**src/sv/tta_pkg.sv**
```systemverilog
// Shared types, constants and a clamp helper function for the three-way thrust allocator.
// Depends on nothing; every other file refers to it by scoped names.

package tta_pkg;

  // Field and internal widths.
  localparam int unsigned DataW = 32;             // Q16.16 signed ports
  localparam int unsigned CmdW  = 34;             // sum of three 32-bit values
  localparam int unsigned AbsW  = CmdW - 1;       // magnitude of a clamped demand
  localparam int unsigned CntW  = 2;              // adjustable thruster count, 0..3
  localparam int unsigned RemW  = 36;             // remainder and clamp width
  localparam int unsigned CfgIdxW = 3;

  // Division by three as a multiply by ceil(2^35 / 3) and a right shift by 35.
  // This is exact for every magnitude below 2^35.
  localparam int unsigned RecipW     = 34;
  localparam int unsigned RecipShift = 35;
  localparam logic [RecipW-1:0] RecipThree = 34'h2_AAAA_AAAB;

  // Partial products: the magnitude is split into a high and a low half.
  localparam int unsigned LoW    = 16;
  localparam int unsigned HiW    = AbsW - LoW;
  localparam int unsigned PHiW   = HiW + RecipW;
  localparam int unsigned PLoW   = LoW + RecipW;
  localparam int unsigned ProdW  = PHiW + LoW;
  localparam int unsigned QuotW  = ProdW - RecipShift;

  // Adjustable thruster counts.
  localparam logic [CntW-1:0] CntNone  = 2'd0;
  localparam logic [CntW-1:0] CntOne   = 2'd1;
  localparam logic [CntW-1:0] CntTwo   = 2'd2;
  localparam logic [CntW-1:0] CntThree = 2'd3;

  // Configuration register indexes.
  typedef enum logic [CfgIdxW-1:0] {
    REG_FRONT_MIN = 3'd0,
    REG_FRONT_MAX = 3'd1,
    REG_LEFT_MIN  = 3'd2,
    REG_LEFT_MAX  = 3'd3,
    REG_RIGHT_MIN = 3'd4,
    REG_RIGHT_MAX = 3'd5
  } reg_idx_e;

  // Thruster limits as seen by the datapath.
  typedef struct packed {
    logic signed [DataW-1:0] front_min;
    logic signed [DataW-1:0] front_max;
    logic signed [DataW-1:0] left_min;
    logic signed [DataW-1:0] left_max;
    logic signed [DataW-1:0] right_min;
    logic signed [DataW-1:0] right_max;
  } cfg_t;

  // Clamp x to lo, then to hi, in that order, so inverted limits give lo or hi.
  function automatic logic signed [RemW-1:0] clamp_s(
    input logic signed [RemW-1:0] x,
    input logic signed [RemW-1:0] lo,
    input logic signed [RemW-1:0] hi
  );
    logic signed [RemW-1:0] r;
    if (x < lo) begin
      r = lo;
    end else if (x > hi) begin
      r = hi;
    end else begin
      r = x;
    end
    return r;
  endfunction

endpackage

```
**src/sv/tta_cfg.sv**
```systemverilog
// Configuration register file holding the six thruster limits.
// Depends on tta_pkg for the register index enum and the limit struct.

module tta_cfg (
  input  logic                                clk_i,
  input  logic                                rst_ni,
  input  logic                                cfg_valid_i,
  input  logic [tta_pkg::CfgIdxW-1:0]         cfg_index_i,
  input  logic [tta_pkg::DataW-1:0]           cfg_data_i,
  output tta_pkg::cfg_t                       cfg_o
);

  tta_pkg::cfg_t cfg_q;

  // Writes to an index past the last register are dropped.
  always_ff @(posedge clk_i or negedge rst_ni) begin
    if (!rst_ni) begin
      cfg_q <= '0;
    end else if (cfg_valid_i) begin
      case (tta_pkg::reg_idx_e'(cfg_index_i))
        tta_pkg::REG_FRONT_MIN: cfg_q.front_min <= cfg_data_i;
        tta_pkg::REG_FRONT_MAX: cfg_q.front_max <= cfg_data_i;
        tta_pkg::REG_LEFT_MIN:  cfg_q.left_min  <= cfg_data_i;
        tta_pkg::REG_LEFT_MAX:  cfg_q.left_max  <= cfg_data_i;
        tta_pkg::REG_RIGHT_MIN: cfg_q.right_min <= cfg_data_i;
        tta_pkg::REG_RIGHT_MAX: cfg_q.right_max <= cfg_data_i;
        default: ;
      endcase
    end
  end

  assign cfg_o = cfg_q;

endmodule

```
**src/sv/tta_split.sv**
```systemverilog
// Front half of the pipeline: demand clamp, magnitude, reciprocal multiply, equal share.
// Four register stages with valid bits; depends on tta_pkg.

module tta_split (
  input  logic                                  clk_i,
  input  logic                                  rst_ni,
  input  tta_pkg::cfg_t                         cfg_i,
  input  logic                                  valid_i,
  output logic                                  ready_o,
  input  logic signed [tta_pkg::DataW-1:0]      demand_i,
  output logic                                  valid_o,
  input  logic                                  ready_i,
  output logic signed [tta_pkg::CmdW-1:0]       share_o,
  output logic signed [tta_pkg::CmdW-1:0]       cmd_o,
  output logic                                  none_o
);

  localparam int unsigned CmdW  = tta_pkg::CmdW;
  localparam int unsigned AbsW  = tta_pkg::AbsW;
  localparam int unsigned CntW  = tta_pkg::CntW;
  localparam int unsigned LoW   = tta_pkg::LoW;
  localparam int unsigned PHiW  = tta_pkg::PHiW;
  localparam int unsigned PLoW  = tta_pkg::PLoW;
  localparam int unsigned ProdW = tta_pkg::ProdW;
  localparam int unsigned QuotW = tta_pkg::QuotW;
  localparam int unsigned NumSt = 4;

  logic [NumSt-1:0] v_q;
  logic [NumSt-1:0] adv;

  // Each stage moves when it is empty or the next one moves.
  always_comb begin
    adv[NumSt-1] = !v_q[NumSt-1] || ready_i;
    for (int k = NumSt - 2; k >= 0; k--) begin
      adv[k] = !v_q[k] || adv[k+1];
    end
  end

  always_ff @(posedge clk_i or negedge rst_ni) begin
    if (!rst_ni) begin
      v_q <= '0;
    end else begin
      if (adv[0]) begin
        v_q[0] <= valid_i;
      end
      for (int k = 1; k < NumSt; k++) begin
        if (adv[k]) begin
          v_q[k] <= v_q[k-1];
        end
      end
    end
  end

  assign ready_o = adv[0];
  assign valid_o = v_q[NumSt-1];

  // Stage 1: clamp the demand to the summed limits and count adjustable thrusters.
  logic signed [CmdW-1:0] sum_min;
  logic signed [CmdW-1:0] sum_max;
  logic signed [CmdW-1:0] dem_ext;
  logic signed [CmdW-1:0] s1_cmd_d, s1_cmd_q;
  logic [CntW-1:0]        s1_cnt_d, s1_cnt_q;

  always_comb begin
    sum_min = CmdW'(cfg_i.front_min) + CmdW'(cfg_i.left_min) + CmdW'(cfg_i.right_min);
    sum_max = CmdW'(cfg_i.front_max) + CmdW'(cfg_i.left_max) + CmdW'(cfg_i.right_max);
    dem_ext = CmdW'(demand_i);
    if (dem_ext < sum_min) begin
      s1_cmd_d = sum_min;
    end else if (dem_ext > sum_max) begin
      s1_cmd_d = sum_max;
    end else begin
      s1_cmd_d = dem_ext;
    end
    s1_cnt_d = CntW'(cfg_i.front_max > cfg_i.front_min)
             + CntW'(cfg_i.left_max > cfg_i.left_min)
             + CntW'(cfg_i.right_max > cfg_i.right_min);
  end

  always_ff @(posedge clk_i) begin
    if (adv[0]) begin
      s1_cmd_q <= s1_cmd_d;
      s1_cnt_q <= s1_cnt_d;
    end
  end

  // Stage 2: take the magnitude so the division truncates toward zero.
  logic signed [CmdW-1:0] s1_neg_cmd;
  logic [AbsW-1:0]        s2_abs_q;
  logic                   s2_neg_q;
  logic [CntW-1:0]        s2_cnt_q;
  logic signed [CmdW-1:0] s2_cmd_q;

  assign s1_neg_cmd = -s1_cmd_q;

  always_ff @(posedge clk_i) begin
    if (adv[1]) begin
      s2_abs_q <= s1_cmd_q[CmdW-1] ? s1_neg_cmd[AbsW-1:0] : s1_cmd_q[AbsW-1:0];
      s2_neg_q <= s1_cmd_q[CmdW-1];
      s2_cnt_q <= s1_cnt_q;
      s2_cmd_q <= s1_cmd_q;
    end
  end

  // Stage 3: two partial products of the magnitude with the reciprocal of three.
  logic [PHiW-1:0]        s3_phi_d, s3_phi_q;
  logic [PLoW-1:0]        s3_plo_d, s3_plo_q;
  logic [AbsW-1:0]        s3_abs_q;
  logic                   s3_neg_q;
  logic [CntW-1:0]        s3_cnt_q;
  logic signed [CmdW-1:0] s3_cmd_q;

  assign s3_phi_d = s2_abs_q[AbsW-1:LoW] * tta_pkg::RecipThree;
  assign s3_plo_d = s2_abs_q[LoW-1:0] * tta_pkg::RecipThree;

  always_ff @(posedge clk_i) begin
    if (adv[2]) begin
      s3_phi_q <= s3_phi_d;
      s3_plo_q <= s3_plo_d;
      s3_abs_q <= s2_abs_q;
      s3_neg_q <= s2_neg_q;
      s3_cnt_q <= s2_cnt_q;
      s3_cmd_q <= s2_cmd_q;
    end
  end

  // Stage 4: combine the products, pick the quotient for the count, restore the sign.
  logic [ProdW-1:0]       prod;
  logic [AbsW-1:0]        quot;
  logic signed [CmdW-1:0] quot_s;
  logic signed [CmdW-1:0] s4_share_q;
  logic signed [CmdW-1:0] s4_cmd_q;
  logic                   s4_none_q;

  always_comb begin
    prod = {s3_phi_q, {LoW{1'b0}}} + ProdW'(s3_plo_q);
    case (s3_cnt_q)
      tta_pkg::CntTwo:   quot = s3_abs_q >> 1;
      tta_pkg::CntThree: quot = AbsW'(prod[ProdW-1 -: QuotW]);
      default:           quot = s3_abs_q;
    endcase
    quot_s = $signed({1'b0, quot});
  end

  always_ff @(posedge clk_i) begin
    if (adv[3]) begin
      s4_share_q <= s3_neg_q ? -quot_s : quot_s;
      s4_cmd_q   <= s3_cmd_q;
      s4_none_q  <= (s3_cnt_q == tta_pkg::CntNone);
    end
  end

  assign share_o = s4_share_q;
  assign cmd_o   = s4_cmd_q;
  assign none_o  = s4_none_q;

endmodule

```
**src/sv/tta_fill.sv**
```systemverilog
// Back half of the pipeline: per-thruster clamp, shortfall, and front-left-right top-up.
// Five register stages with valid bits; the last stage is the output register. Depends on tta_pkg.

module tta_fill (
  input  logic                                  clk_i,
  input  logic                                  rst_ni,
  input  tta_pkg::cfg_t                         cfg_i,
  input  logic                                  valid_i,
  output logic                                  ready_o,
  input  logic signed [tta_pkg::CmdW-1:0]       share_i,
  input  logic signed [tta_pkg::CmdW-1:0]       cmd_i,
  input  logic                                  none_i,
  output logic                                  valid_o,
  input  logic                                  ready_i,
  output logic signed [tta_pkg::DataW-1:0]      front_o,
  output logic signed [tta_pkg::DataW-1:0]      left_o,
  output logic signed [tta_pkg::DataW-1:0]      right_o
);

  localparam int unsigned DataW = tta_pkg::DataW;
  localparam int unsigned CmdW  = tta_pkg::CmdW;
  localparam int unsigned RemW  = tta_pkg::RemW;
  localparam int unsigned NumSt = 5;

  logic [NumSt-1:0] v_q;
  logic [NumSt-1:0] adv;

  // Each stage moves when it is empty or the next one moves.
  always_comb begin
    adv[NumSt-1] = !v_q[NumSt-1] || ready_i;
    for (int k = NumSt - 2; k >= 0; k--) begin
      adv[k] = !v_q[k] || adv[k+1];
    end
  end

  always_ff @(posedge clk_i or negedge rst_ni) begin
    if (!rst_ni) begin
      v_q <= '0;
    end else begin
      if (adv[0]) begin
        v_q[0] <= valid_i;
      end
      for (int k = 1; k < NumSt; k++) begin
        if (adv[k]) begin
          v_q[k] <= v_q[k-1];
        end
      end
    end
  end

  assign ready_o = adv[0];
  assign valid_o = v_q[NumSt-1];

  // Stage 5: clamp the equal share to each thruster's limits.
  logic signed [RemW-1:0]  share_ext;
  logic signed [RemW-1:0]  cf_f, cf_l, cf_r;
  logic signed [DataW-1:0] s5_f_q, s5_l_q, s5_r_q;
  logic signed [CmdW-1:0]  s5_cmd_q;
  logic                    s5_none_q;

  always_comb begin
    share_ext = RemW'(share_i);
    cf_f = tta_pkg::clamp_s(share_ext, RemW'(cfg_i.front_min), RemW'(cfg_i.front_max));
    cf_l = tta_pkg::clamp_s(share_ext, RemW'(cfg_i.left_min), RemW'(cfg_i.left_max));
    cf_r = tta_pkg::clamp_s(share_ext, RemW'(cfg_i.right_min), RemW'(cfg_i.right_max));
  end

  always_ff @(posedge clk_i) begin
    if (adv[0]) begin
      s5_f_q    <= cf_f[DataW-1:0];
      s5_l_q    <= cf_l[DataW-1:0];
      s5_r_q    <= cf_r[DataW-1:0];
      s5_cmd_q  <= cmd_i;
      s5_none_q <= none_i;
    end
  end

  // Stage 6: shortfall between the clamped demand and the three clamped shares.
  logic signed [RemW-1:0]  s6_rem_q;
  logic signed [DataW-1:0] s6_f_q, s6_l_q, s6_r_q;
  logic                    s6_none_q;

  always_ff @(posedge clk_i) begin
    if (adv[1]) begin
      s6_rem_q  <= RemW'(s5_cmd_q) - RemW'(s5_f_q) - RemW'(s5_l_q) - RemW'(s5_r_q);
      s6_f_q    <= s5_f_q;
      s6_l_q    <= s5_l_q;
      s6_r_q    <= s5_r_q;
      s6_none_q <= s5_none_q;
    end
  end

  // Stage 7: top up the front thruster toward its maximum.
  logic signed [RemW-1:0]  add_f;
  logic signed [RemW-1:0]  s7_rem_q;
  logic signed [DataW-1:0] s7_f_q, s7_l_q, s7_r_q;
  logic                    s7_none_q;

  assign add_f = tta_pkg::clamp_s(s6_rem_q, '0, RemW'(cfg_i.front_max) - RemW'(s6_f_q));

  always_ff @(posedge clk_i) begin
    if (adv[2]) begin
      s7_rem_q  <= s6_rem_q - add_f;
      s7_f_q    <= s6_f_q + add_f[DataW-1:0];
      s7_l_q    <= s6_l_q;
      s7_r_q    <= s6_r_q;
      s7_none_q <= s6_none_q;
    end
  end

  // Stage 8: top up the left thruster with what is still missing.
  logic signed [RemW-1:0]  add_l;
  logic signed [RemW-1:0]  s8_rem_q;
  logic signed [DataW-1:0] s8_f_q, s8_l_q, s8_r_q;
  logic                    s8_none_q;

  assign add_l = tta_pkg::clamp_s(s7_rem_q, '0, RemW'(cfg_i.left_max) - RemW'(s7_l_q));

  always_ff @(posedge clk_i) begin
    if (adv[3]) begin
      s8_rem_q  <= s7_rem_q - add_l;
      s8_f_q    <= s7_f_q;
      s8_l_q    <= s7_l_q + add_l[DataW-1:0];
      s8_r_q    <= s7_r_q;
      s8_none_q <= s7_none_q;
    end
  end

  // Stage 9: top up the right thruster; with no adjustable thruster every output is its minimum.
  logic signed [RemW-1:0]  add_r;
  logic signed [DataW-1:0] s9_f_q, s9_l_q, s9_r_q;

  assign add_r = tta_pkg::clamp_s(s8_rem_q, '0, RemW'(cfg_i.right_max) - RemW'(s8_r_q));

  always_ff @(posedge clk_i) begin
    if (adv[4]) begin
      if (s8_none_q) begin
        s9_f_q <= cfg_i.front_min;
        s9_l_q <= cfg_i.left_min;
        s9_r_q <= cfg_i.right_min;
      end else begin
        s9_f_q <= s8_f_q;
        s9_l_q <= s8_l_q;
        s9_r_q <= s8_r_q + add_r[DataW-1:0];
      end
    end
  end

  assign front_o = s9_f_q;
  assign left_o  = s9_l_q;
  assign right_o = s9_r_q;

endmodule

```
**src/sv/three_way_thrust_allocator.sv**
```systemverilog
// Top level of the three-way thrust allocator: limit registers and a nine-stage pipeline.
// Depends on tta_pkg, tta_cfg, tta_split and tta_fill.
//
//   Channel   Handshake                    Word contents
//   -------   --------------------------   ---------------------------------------------
//   cfg       cfg_valid_i / cfg_ready_o    cfg_index_i, cfg_data_i (one limit register)
//   in        in_valid_i / in_ready_o      total_demand_i
//   out       out_valid_o / out_ready_i    front_thrust_o, left_thrust_o, right_thrust_o
//
// One input word is taken per cycle when nothing downstream stalls. Its result word is
// shown on the out channel after it has passed the nine register stages, in this order:
// demand clamp, magnitude, two partial products of the divide by three, quotient and
// sign, per-thruster clamp, shortfall, and one top-up stage per thruster.
// Reset clears the limit registers to zero and empties every stage.
// A stall holds each full stage from the output back to the first empty one; stages before that keep filling.

module three_way_thrust_allocator (
  input  logic                                  clk_i,
  input  logic                                  rst_ni,
  input  logic                                  cfg_valid_i,
  output logic                                  cfg_ready_o,
  input  logic [tta_pkg::CfgIdxW-1:0]           cfg_index_i,
  input  logic [tta_pkg::DataW-1:0]             cfg_data_i,
  input  logic                                  in_valid_i,
  output logic                                  in_ready_o,
  input  logic signed [tta_pkg::DataW-1:0]      total_demand_i,
  output logic                                  out_valid_o,
  input  logic                                  out_ready_i,
  output logic signed [tta_pkg::DataW-1:0]      front_thrust_o,
  output logic signed [tta_pkg::DataW-1:0]      left_thrust_o,
  output logic signed [tta_pkg::DataW-1:0]      right_thrust_o
);

  tta_pkg::cfg_t                      cfg;
  logic                               mid_valid;
  logic                               mid_ready;
  logic signed [tta_pkg::CmdW-1:0]    mid_share;
  logic signed [tta_pkg::CmdW-1:0]    mid_cmd;
  logic                               mid_none;

  // Limit registers accept a write every cycle.
  assign cfg_ready_o = 1'b1;

  tta_cfg u_cfg (
    .clk_i       (clk_i),
    .rst_ni      (rst_ni),
    .cfg_valid_i (cfg_valid_i),
    .cfg_index_i (cfg_index_i),
    .cfg_data_i  (cfg_data_i),
    .cfg_o       (cfg)
  );

  // Demand clamp and equal share.
  tta_split u_split (
    .clk_i    (clk_i),
    .rst_ni   (rst_ni),
    .cfg_i    (cfg),
    .valid_i  (in_valid_i),
    .ready_o  (in_ready_o),
    .demand_i (total_demand_i),
    .valid_o  (mid_valid),
    .ready_i  (mid_ready),
    .share_o  (mid_share),
    .cmd_o    (mid_cmd),
    .none_o   (mid_none)
  );

  // Per-thruster clamp and shortfall top-up.
  tta_fill u_fill (
    .clk_i   (clk_i),
    .rst_ni  (rst_ni),
    .cfg_i   (cfg),
    .valid_i (mid_valid),
    .ready_o (mid_ready),
    .share_i (mid_share),
    .cmd_i   (mid_cmd),
    .none_i  (mid_none),
    .valid_o (out_valid_o),
    .ready_i (out_ready_i),
    .front_o (front_thrust_o),
    .left_o  (left_thrust_o),
    .right_o (right_thrust_o)
  );

endmodule
```
**config.mk**
```make
export PLATFORM = sky130hd
export DESIGN_NAME = three_way_thrust_allocator
export DESIGN_NICKNAME = d
export VERILOG_FILES = /design/src/sv/tta_pkg.sv /design/src/sv/tta_cfg.sv /design/src/sv/tta_split.sv /design/src/sv/tta_fill.sv /design/src/sv/three_way_thrust_allocator.sv
export SDC_FILE = /design/constraint.sdc
export NUM_CORES = 2
export LEC_CHECK = 0
export ABC_CLOCK_PERIOD_IN_PS = 13000
export BUFFER_PORTS_ARGS = -buffer_cell sky130_fd_sc_hd__buf_4
export CORE_AREA = 2 2 444 446
export DETAILED_ROUTE_END_ITERATION = 6
export DIE_AREA = 0 0 446 448
export SYNTH_ARGS = -nofsm -noshare
export SYNTH_HDL_FRONTEND = slang
export SYNTH_HIERARCHICAL = 1
export SYNTH_SLANG_ARGS = --single-unit
```
**constraint.sdc**
```tcl
create_clock -name clk_i -period 13 [get_ports clk_i]
set_clock_uncertainty 0.1 [all_clocks]
set_input_delay 1.3 -clock clk_i [delete_from_list [all_inputs] [get_ports clk_i]]
set_output_delay 1.3 -clock clk_i [all_outputs]
set_load 0.005 [all_outputs]
```
# After elaboration in Yosys (flattened, before gate mapping)
# Cells that the tools add are included.
op_classes:
  n_mul: 2
  n_eq_ne: 7
  order_cmp: 17
  n_mux: 20
  add_sub_neg: 20
  n_reduce_logical: 26
op_table:
  columns: ["cell", "n"]
  rows:
  - ["$mux W32", 11]
  - ["$mux W36", 4]
  - ["$lt A36 B1 Y1 const B", 3]
  - ["$gt A34 B32 Y1", 3]
  - ["$lt A34 B32 Y1", 3]
  - ["$sub A32 B32 Y33", 3]
  - ["$add A32 B32 Y32", 3]
  - ["$gt A32 B32 Y1", 3]
  - ["$gt A36 B36 Y1", 2]
  - ["$sub A36 B36 Y36", 2]
  - ["$add A33 B32 Y34", 2]
  - ["$mux W34", 2]
  - ["$add A67 B50 Y67", 1]
  - ["$add A32 B32 Y33", 2]
  - ["$mux W33", 2]
  - ["$pmux W33 S2", 1]
  - ["$mul A17 B34 Y51 const B", 1]
  - ["$mul A16 B34 Y50 const B", 1]
  - ["$gt A36 B33 Y1", 1]
  - ["$sub A35 B32 Y36", 1]
  - ["$sub A36 B32 Y36", 1]
  - ["$sub A34 B32 Y35", 1]
  - ["$gt A32 B34 Y1", 1]
  - ["$lt A32 B34 Y1", 1]
  - ["13 further kinds", 37]
word_totals:
  ff_bits: 1173
  elab_cells: 146

# Logic depth before layout (Yosys ltp)
logic_depth:
  ltp_word: 10
  ltp_mapped: 39
  ltp_nobuf: 37

# Hierarchy
# The synthesis kept the hierarchy.
by_module_without_submodules:
  columns: ["mod", "area_per_inst_um2", "seq_area_each_um2", "instances", "cells_per_inst"]
  rows:
  - ["tta_fill", 47123.9, 18923.1, 1, 4437]
  - ["tta_split", 32767.7, 9859.5, 1, 3091]
  - ["tta_cfg", 7364.6, 4804.6, 1, 412]
  - ["three_way_thrust_allocator", 11.3, 0.0, 1, 2]

# Worst setup path after synthesis
# OpenSTA, ideal clock, no wires.
synth_path:
  path_type: "input to register"
  start: "input out_ready_i"
  end: "register u_split.s3_abs_q[10], enable pin"
  arrival_time_ns: 11.747
  cell_stages: 6
  slack_ns: -0.123
  setup_time_ns: 1.277
  n_path_buf: 0
  cell_sequence: "nor2b_1 -> nand4_1 -> inv_1 -> nand2_1 -> nor2b_1 -> nand2_1"
synth_between:
  elab_chain_len: 7
synth_lines:
  columns: ["element", "line_no", "text"]
  rows:
  - ["start: declaration", "three_way_thrust_allocator.sv:28", "input logic out_ready_i,"]
  - ["$logic_or A1 B1 Y1", "tta_fill.sv:30", "adv[NumSt-1] = !v_q[NumSt-1] || ready_i;"]
  - ["$logic_or A1 B1 Y1 (3 in a row)", "tta_fill.sv:32", "adv[k] = !v_q[k] || adv[k+1];"]
  - ["via u_fill.adv[1]", "tta_fill.sv:26", "logic [NumSt-1:0] adv;"]
  - ["$logic_or A1 B1 Y1", "tta_fill.sv:32", null]
  - ["via mid_ready", "three_way_thrust_allocator.sv:36", "logic mid_ready;"]
  - ["$logic_or A1 B1 Y1", "tta_split.sv:33", "adv[NumSt-1] = !v_q[NumSt-1] || ready_i;"]
  - ["$logic_or A1 B1 Y1", "tta_split.sv:35", "adv[k] = !v_q[k] || adv[k+1];"]
  - ["via u_split.adv[2]", "tta_split.sv:29", "logic [NumSt-1:0] adv;"]
  - ["end signal: assignment", "tta_split.sv:120", "s3_abs_q <= s2_abs_q;"]
  - ["end: declaration", "tta_split.sv:108", "logic [AbsW-1:0] s3_abs_q;"]
# The timed path passes the listed nets, and every way through them passes these cells.
# A chain may end at the register's enable or synchronous reset.

# Worst setup path in the final report
layout_path:
  start: "register u_cfg.cfg_q (netlist bit u_cfg/cfg_o[0])"
  end: "register u_fill.s9_r_q[30], in the netlist u_fill/right_o[30] (data pin)"
layout_between:
  elab_chain_len: 6
layout_lines:
  columns: ["element", "line_no", "text"]
  rows:
  - ["start: declaration", "tta_cfg.sv:13", "tta_pkg::cfg_t cfg_q;"]
  - ["$sub A32 B32 Y33 *", "tta_fill.sv:133", "assign add_r = tta_pkg::clamp_s(s8_rem_q, '0, RemW'(cfg_i.right_max) - RemW'(s8_r_q));"]
  - ["$gt A36 B33 Y1", "tta_pkg.sv:63", "end else if (x > hi) begin"]
  - ["$mux W32 *", "tta_pkg.sv:63", null]
  - ["$mux W32 *", "tta_pkg.sv:61", "if (x < lo) begin"]
  - ["$add A32 B32 Y32 *", "tta_fill.sv:144", "s9_r_q <= s8_r_q + add_r[DataW-1:0];"]
  - ["$mux W32 *", "tta_fill.sv:137", "if (s8_none_q) begin"]
  - ["end signal: assignment", "tta_fill.sv:140", "s9_r_q <= cfg_i.right_min;"]
  - ["end signal: assignment", "tta_fill.sv:144", null]
  - ["end: declaration", "tta_fill.sv:131", "logic signed [DataW-1:0] s9_f_q, s9_l_q, s9_r_q;"]
# Mark *: on every way between the ends. The rest lies on a longest branch, timed or not.

==> run metrics <==
status complete, but fails checks; failing checks DRC; worst slew pin tran 1.47 ns; clock transition at the registers of the reported paths approximately 0.060 ns; commonest cells after routing, fill and taps aside 1106 x ha_1, 951 x edfxtp_1, 918 x inv_1; Crit. End Element flip-flop; WHS 0.293 ns; Synth Instances a little under 8000; post-synthesis sequential area ratio 38.5%; multi-input logic area 49600 sq um; Post-CTS Setup Bufs 0; crit path DAT 10.70 ns; Synthesis Warnings 6; main flop type after synthesis edfxtp_1; fin crit share 79.2%; Slew Limit Headroom roughly 1.6%; TNS Setup 0 ns; H-tree Lvls 4; clk sink count around 1200; chip width 446 um; Die H 448 um; DR WL/cell around 27 um; Critical Path Start Type flip-flop; GRT busiest layer met2; GR Util met2 48.0%; initial drt markers ~5600; count of standard-cell rows 162; Final HPWL DP between 200000 and 250000 um; met1 track demand over resource 39.3%; Final #Nets slightly below 10000; vias per std cell about 5.9; Pins Over Slew Limit 0; fill count 17600; PostCTS Resize Cnt 0; Crit-path slowest cell a2111oi_0; Placer Congestion 1.01; TritonCTS clock tree yes; layout cell share with drive strength beyond 1 10.2%; Syn Area/Cell 11.0 sq um; Yosys top cell by area edfxtp_1; gr usage total 29.5%; fin crit period 10.29 ns; root buf cell clkbuf_16; met3 Use GR 4.67%; port bufs 169; f_max slightly below 0.1 GHz; largest net degree at the start of global routing 124; Synth top area share ~33%; Synth Register Bits 1152; RSZ-0062 raised after global routing no; DRT Pass-1 Iters 7; Area Overhead vs Synth 10.8%; crit path kind flip-flop to flip-flop; # DRC 5; Routed Antenna Nets 0; Max clock buf depth 3; Final Hold Fails 0; first-pass GRT wire length 428000 um; Post-synth EDFFs 951; hold_buf cts 0; Post-Synthesis Net Count 9437; GR Overflow Total 0; Crit Path Max Fanout 12; Post-Syn Area 87300 sq um; Clock Latency Late Sink 0.82 ns; Worst Path Required 13.41 ns; most area-consuming cells after synthesis edfxtp_1 33%, ha_1 16%, fa_1 7.3%; area occupied by registers 33600 sq um; Hold Path Class flip-flop to flip-flop; max incr delay on CP slightly below 0.8 ns; initial antenna violation count 31; commonest non-fill, non-tap cell in the layout ha_1; distinct cell type count after synthesis 117; via count 64500; Async SR Flop Fraction 17.4%; final core occ 49.7%; final WL 296000 um; Die ar. 200000 sq um; CTS Buf Count roughly 140; core area approximately 190000 sq um; Initial Utilization 44.8%; IO Pins 171; Max Cap Viol 0; final setup fails 0; vias in the first global route 64500
[cells by family after synthesis]
kind of cell	after synthesis	synth area share (%)
XOR/XNOR	452	4.55
multiplexers	495	6.20
adder cells (fa/ha/maj)	1423	23.1
AND/OR/NAND/NOR	1446	8.40
AO/OA/AOI/OAI	1891	14.3
flip-flops	1152	38.5
buffers and inverters	1082	4.89
other	1	0.00430
[synth_stat cells, drive strengths merged (39+ instances only)]
cell	n
ha	1106
nor2b	95
or2	64
mux2	276
o21ai	386
dfrtp	201
a21o	303
a211oi	61
nand4	135
nand2b	131
o211ai	43
edfxtp	951
nand3	112
o21bai	63
xnor2	288
a21oi	496
xor2	164
inv	923
mux2i	219
clkbuf	95
nand2	319
and3	39
o21a	119
fa	317
nor2	351
o31ai	58
buf	63
a31oi	64
nor3	64
[critical path: cells and delay by family (launching register included)]
kind / cells / cell delay [ns]
simple gates: 6 / 1.12
xor+xnor: 1 / 0.14
flops: 1 / 0.47
buf+inv: 3 / 0.49
compound gates: 21 / 6.04
fa+ha+maj: 5 / 1.61
[through the flow]
stage                     instances  setup WS (ns)  area [sq um]
after global placement        10600           2.73         92000
after floorplan                7942           1.14         87300
after CTS                     10900           2.59         96700
after global routing          10900           2.09         96700
final                         10900           2.71         96700
after detailed placement      10600           2.61         92000
[final timing paths]
path | slack (ns) | end | depth (start not counted) | start
max in group asynchronous | 10.65 | u_split/v_q[3] | 2 | rst_ni
setup reg to reg | 2.71 | u_fill/right_o[30] | 36 | u_cfg/cfg_o[0]
hold reg to reg | 0.29 | u_split/cmd_o[11] | 0 | u_split/s3_cmd_q[11]
hold / removal | 0.29 | u_split/cmd_o[11] | 0 | u_split/s3_cmd_q[11]
min in group asynchronous | 0.45 | u_cfg/cfg_o[91] | 1 | rst_ni
setup / recovery | 2.71 | u_fill/right_o[30] | 36 | u_cfg/cfg_o[0]
[layout make-up]
| class | instances | area share (%) |
|---|---|---|
| Multi-Input combinational cell | 5708 | 51.3 |
| Sequential cell | 1152 | 34.7 |
| Clock buffer | 176 | 3.86 |
| Inverter | 924 | 3.59 |
| Tap cell | 2542 | 3.29 |
| Timing Repair Buffer | 288 | 2.27 |
| Clock inverter | 77 | 0.939 |
| Antenna cell | 9 | 0.0233 |
[flip-flops by register name (all words and copies together) (netlist names), 35 cells and up]
| register | flops |
|---|---|
| u_split/s3_plo_q | 35 |
| u_split/s3_phi_q | 51 |
| u_fill/s7_rem_q | 36 |
| u_fill/s8_rem_q | 36 |
| u_fill/s6_rem_q | 36 |
| u_cfg/cfg_o | 192 |
[metal layers]
layer / vias to the layer above / share of wire (%)
met5: - / 0.060
met4: 30 / 4.3
met3: 476 / 6.7
met2: 2202 / 46
met1: 32300 / 43
li1: 29500 / -
Power is left out: the tool's default activity adds up to more than one toggle a clock period on the data nets, which glitch-free logic cannot reach.
